<file path="config.mk">
export PLATFORM = sky130hd
export DESIGN_NAME = dwsc_cell
export DESIGN_NICKNAME = d
export VERILOG_FILES = /design/src/rtl/dwsc_cell.sv
export SDC_FILE = /design/constraint.sdc
export NUM_CORES = 1
export LEC_CHECK = 0
export BUFFER_PORTS_ARGS = -buffer_cell sky130_fd_sc_hd__buf_2
export CAP_MARGIN = 15
export CORE_AREA = 2 2 39 41
export CTS_CLUSTER_SIZE = 40
export DETAILED_ROUTE_END_ITERATION = 8
export DIE_AREA = 0 0 41 43
export SETUP_SLACK_MARGIN = 0.05
export SYNTH_ARGS = -nofsm -noshare
export SYNTH_HDL_FRONTEND = slang
export SYNTH_SLANG_ARGS = --single-unit
export TNS_END_PERCENT = 1
</file>
<file path="constraint.sdc">
create_clock -name clk -period 1.15 [get_ports clk]
set_input_delay 0.0575 -clock clk [delete_from_list [all_inputs] [get_ports clk]]
set_output_delay 0.0575 -clock clk [all_outputs]
set_load 0.01 [all_outputs]
</file>
<file path="src/rtl/dwsc_cell.sv">
// One comparison cell: holds one text window character and compares it with a stored letter.
`default_nettype none
module dwsc_cell (
	input  wire logic       clk,
	input  wire logic       shift,
	input  wire logic [7:0] ch_in,
	input  wire logic [7:0] dict_ch,
	output logic [7:0]      ch_q,
	output logic            eq
);
	always_ff @(posedge clk) begin
		if (shift) begin
			ch_q <= ch_in;
		end
	end
	assign eq = (ch_q == dict_ch);
endmodule
`default_nettype wire

</file>
==> impl_table.tex <==
\begin{tabular}{lr}
\hline
Metric & Value \\
\hline
\multicolumn{2}{l}{\textbf{Global routing}} \\
Maximum number of pins on one net before global-route repair & 9 \\
Initial antenna violation count & 0 \\
First-pass GRT wire length & 910 um \\
Overall fraction of global-route tracks in use & 0.0817 \\
Overflow left after global routing & 0 \\
Vias in the first global route & 260 \\
\multicolumn{2}{l}{\textbf{Floorplan}} \\
Area of the die & 1760 um\^{}2 \\
Vert. Die Dim & 43 um \\
Initial core utilization & 0.236 \\
Total core area & 1380 um\^{}2 \\
Row count & 14 \\
X dimension of the die & 41 um \\
I/O pins & 27 \\
\multicolumn{2}{l}{\textbf{Critical path}} \\
Critical path required time & 1090 ps \\
Crit start category & register \\
Critical path peak fanout & 2 \\
Capturing element type of the critical path & output port \\
Path type of the worst setup path & register to output port \\
Signal arrival time at the worst endpoint & 1120 ps \\
\multicolumn{2}{l}{\textbf{STA}} \\
Slew @ Worst Pin & 174 ps \\
Fmax achieved & 850 MHz \\
Period minus WS final & 1180 ps \\
Final worst setup slack & -26.8 ps \\
Hold WS & 151 ps \\
Final number of hold-violating endpoints & 0 \\
Headroom to the max-slew limit & 0.884 \\
Setup repair after global routing missed its margin & yes \\
Share of the clock period used by the worst path after layout & 1.02 \\
Final Slew Violations & 0 \\
Setup violations, final & 1 \\
Total Neg Setup Slack & -26.8 ps \\
\multicolumn{2}{l}{\textbf{Synth}} \\
Number of cells produced by synthesis & 19 \\
Post-synthesis register bit count & 8 \\
Summed instance area of the synthesized netlist & 327 um\^{}2 \\
Nets in the synthesized netlist & 37 \\
Yosys warns & 0 \\
Count of different cell masters after synthesis & 4 \\
Avg Cell Area, Syn & 17.2 um\^{}2 \\
Seq/Total Area, Yosys & 0.736 \\
\multicolumn{2}{l}{\textbf{Route}} \\
Post-detailed-route DRC marker count & 0 \\
Count of nets left with antenna violations after detail routing & 0 \\
Via count & 277 \\
Final Routed Wirelength & 659 um \\
Number of design-rule violations left by the first detailed-router iteration & 1 \\
First-pass iteration count of the detailed router & 2 \\
Vias per cell & 3.79 \\
Average detailed-routed wire length per instance & 9.03 um \\
\multicolumn{2}{l}{\textbf{Final layout}} \\
Largest registers & ch\_q x8 \\
Leading cell type in the layout, fill and taps excluded & buf\_2 \\
Layout-stage area growth over the synthesis result & 79.7\% \\
Area taken by multi-input logic gates & 86.3 um\^{}2 \\
Count of fill cells added during filler insertion & 139 \\
Nets & 77 \\
Highest-count cells in the layout ignoring fill and taps & buf\_2 (26), xnor2\_1 (8), edfxtp\_1 (8), dlygate4sd3\_1 (8), clkbuf\_4 (3) \\
Fraction of layout cells with a size suffix above 1 & 0.526 \\
Antenna cells & 0 \\
Flip-flop count of the largest register, all copies and words added & 8 \\
Final design utilization & 0.424 \\
Top reg by flops & ch\_q \\
FF/Latch Area & 240 um\^{}2 \\
Total non-filler cell area in the finished layout & 587 um\^{}2 \\
\multicolumn{2}{l}{\textbf{Run status}} \\
Result of the run & finished, violations left \\
Failing checks & negative setup slack \\
\multicolumn{2}{l}{\textbf{Pwr}} \\
Cell internal pwr & 0.546 mW \\
Combinational power share & 0.184 \\
Part of the total power dissipated in the clock network & 0.291 \\
Share of total power consumed by net switching & 0.207 \\
Maximum vdd drop & 0.000544 V \\
Power consumption & 0.688 mW \\
Share of power burned in registers & 0.525 \\
Leakage power summed over all cells & 0.253 nW \\
Pwr dens & 1170 nW/um\^{}2 \\
P\_sw & 0.142 mW \\
\multicolumn{2}{l}{\textbf{CTS}} \\
Buffer cell driving the clock tree root & clkbuf\_4 \\
Clock transition at the registers of the reported paths & 50 ps \\
H-tree depth reported by CTS & 1 \\
Sink Count & 8 \\
Maximum buffer depth of the clock tree & 2 \\
CTS tree & yes \\
Resized Gates After CTS & 0 \\
TritonCTS Buffers & 3 \\
\multicolumn{2}{l}{\textbf{Run}} \\
Max-cap violations & 0 \\
\multicolumn{2}{l}{\textbf{Place}} \\
Cell area after placement & 477 um\^{}2 \\
Number of port buffers & 26 \\
Gp weighted congestion & 0.634 \\
\multicolumn{2}{l}{\textbf{Min path}} \\
Worst hold-check path type & input pin to register \\
\hline
\end{tabular}
==> critical path, stage by stage, from the launching register on <==
cell      delay [ps]
edfxtp_1         410
xnor2_1          150
nand4_1          110
nor2_1            80
buf_2            130
==> synthesized netlist by cell type, drive strengths merged <==
| cell type | number | area, um^2 |
|---|---|---|
| edfxtp | 8 | 240 |
| xnor2 | 8 | 70.1 |
| nand4 | 2 | 12.5 |
| nor2 | 1 | 3.75 |
==> worst paths after layout <==
check	startpoint	endpoint	cells after the start
worst min-delay path	shift	ch_q[7]$_DFFE_PP_	1
worst max-delay path	ch_q[7]$_DFFE_PP_	eq	4
==> power by group through the flow <==
| stage | combinational (mW) | clock [mW] | sequential, mW |
|---|---|---|---|
| 5_1_grt | 0.139 | 0.225 | 0.365 |
| 6_report | 0.126 | 0.200 | 0.362 |
| 3_5_place_dp | 0.104 | 0 | 0.368 |
| 2_1_floorplan | 0.0321 | 0 | 0.380 |
| 3_3_place_gp | 0.103 | 0 | 0.368 |
| 4_1_cts | 0.129 | 0.210 | 0.362 |
==> routing by layer <==
layer  part of all wire  global-route usage
met5                  0                   0
met3              0.090              0.0314
met4                  0              0.0600
met1               0.35              0.0714
met2               0.56               0.138
==> timing repair <==
item | 4_1_cts | 5_1_grt
pin swaps | 0 | 0
hold buffers | 8 | 0
setup endpoints to repair | 1 | 1
buffers inserted | 1 | 0
hold endpoints to repair | 8 | 0
==> per-stage QoR <==
| stage | worst slack [ps] | std cells |
|---|---|---|
| after detailed placement | 213 | 61 |
| after floorplan | 229 | 19 |
| after global routing | -164 | 73 |
| final | -26.8 | 73 |
| after CTS | -53.4 | 73 |
| after global placement | 200 | 61 |
==> area by class of cell <==
class / count / share of cell area
Clock buffer: 3 / 0.0384
Timing Repair Buffer: 35 / 0.371
Multi-Input combinational cell: 11 / 0.147
Tap cell: 16 / 0.0341
Sequential cell: 8 / 0.409
==> kinds of logic after synthesis <==
| group | after synthesis | share of synthesized area |
|---|---|---|
| flip-flops | 8 | 0.736 |
| XOR/XNOR | 8 | 0.215 |
| AND/OR/NAND/NOR | 3 | 0.0498 |
Note: power is estimated with default switching activity, not from simulation.
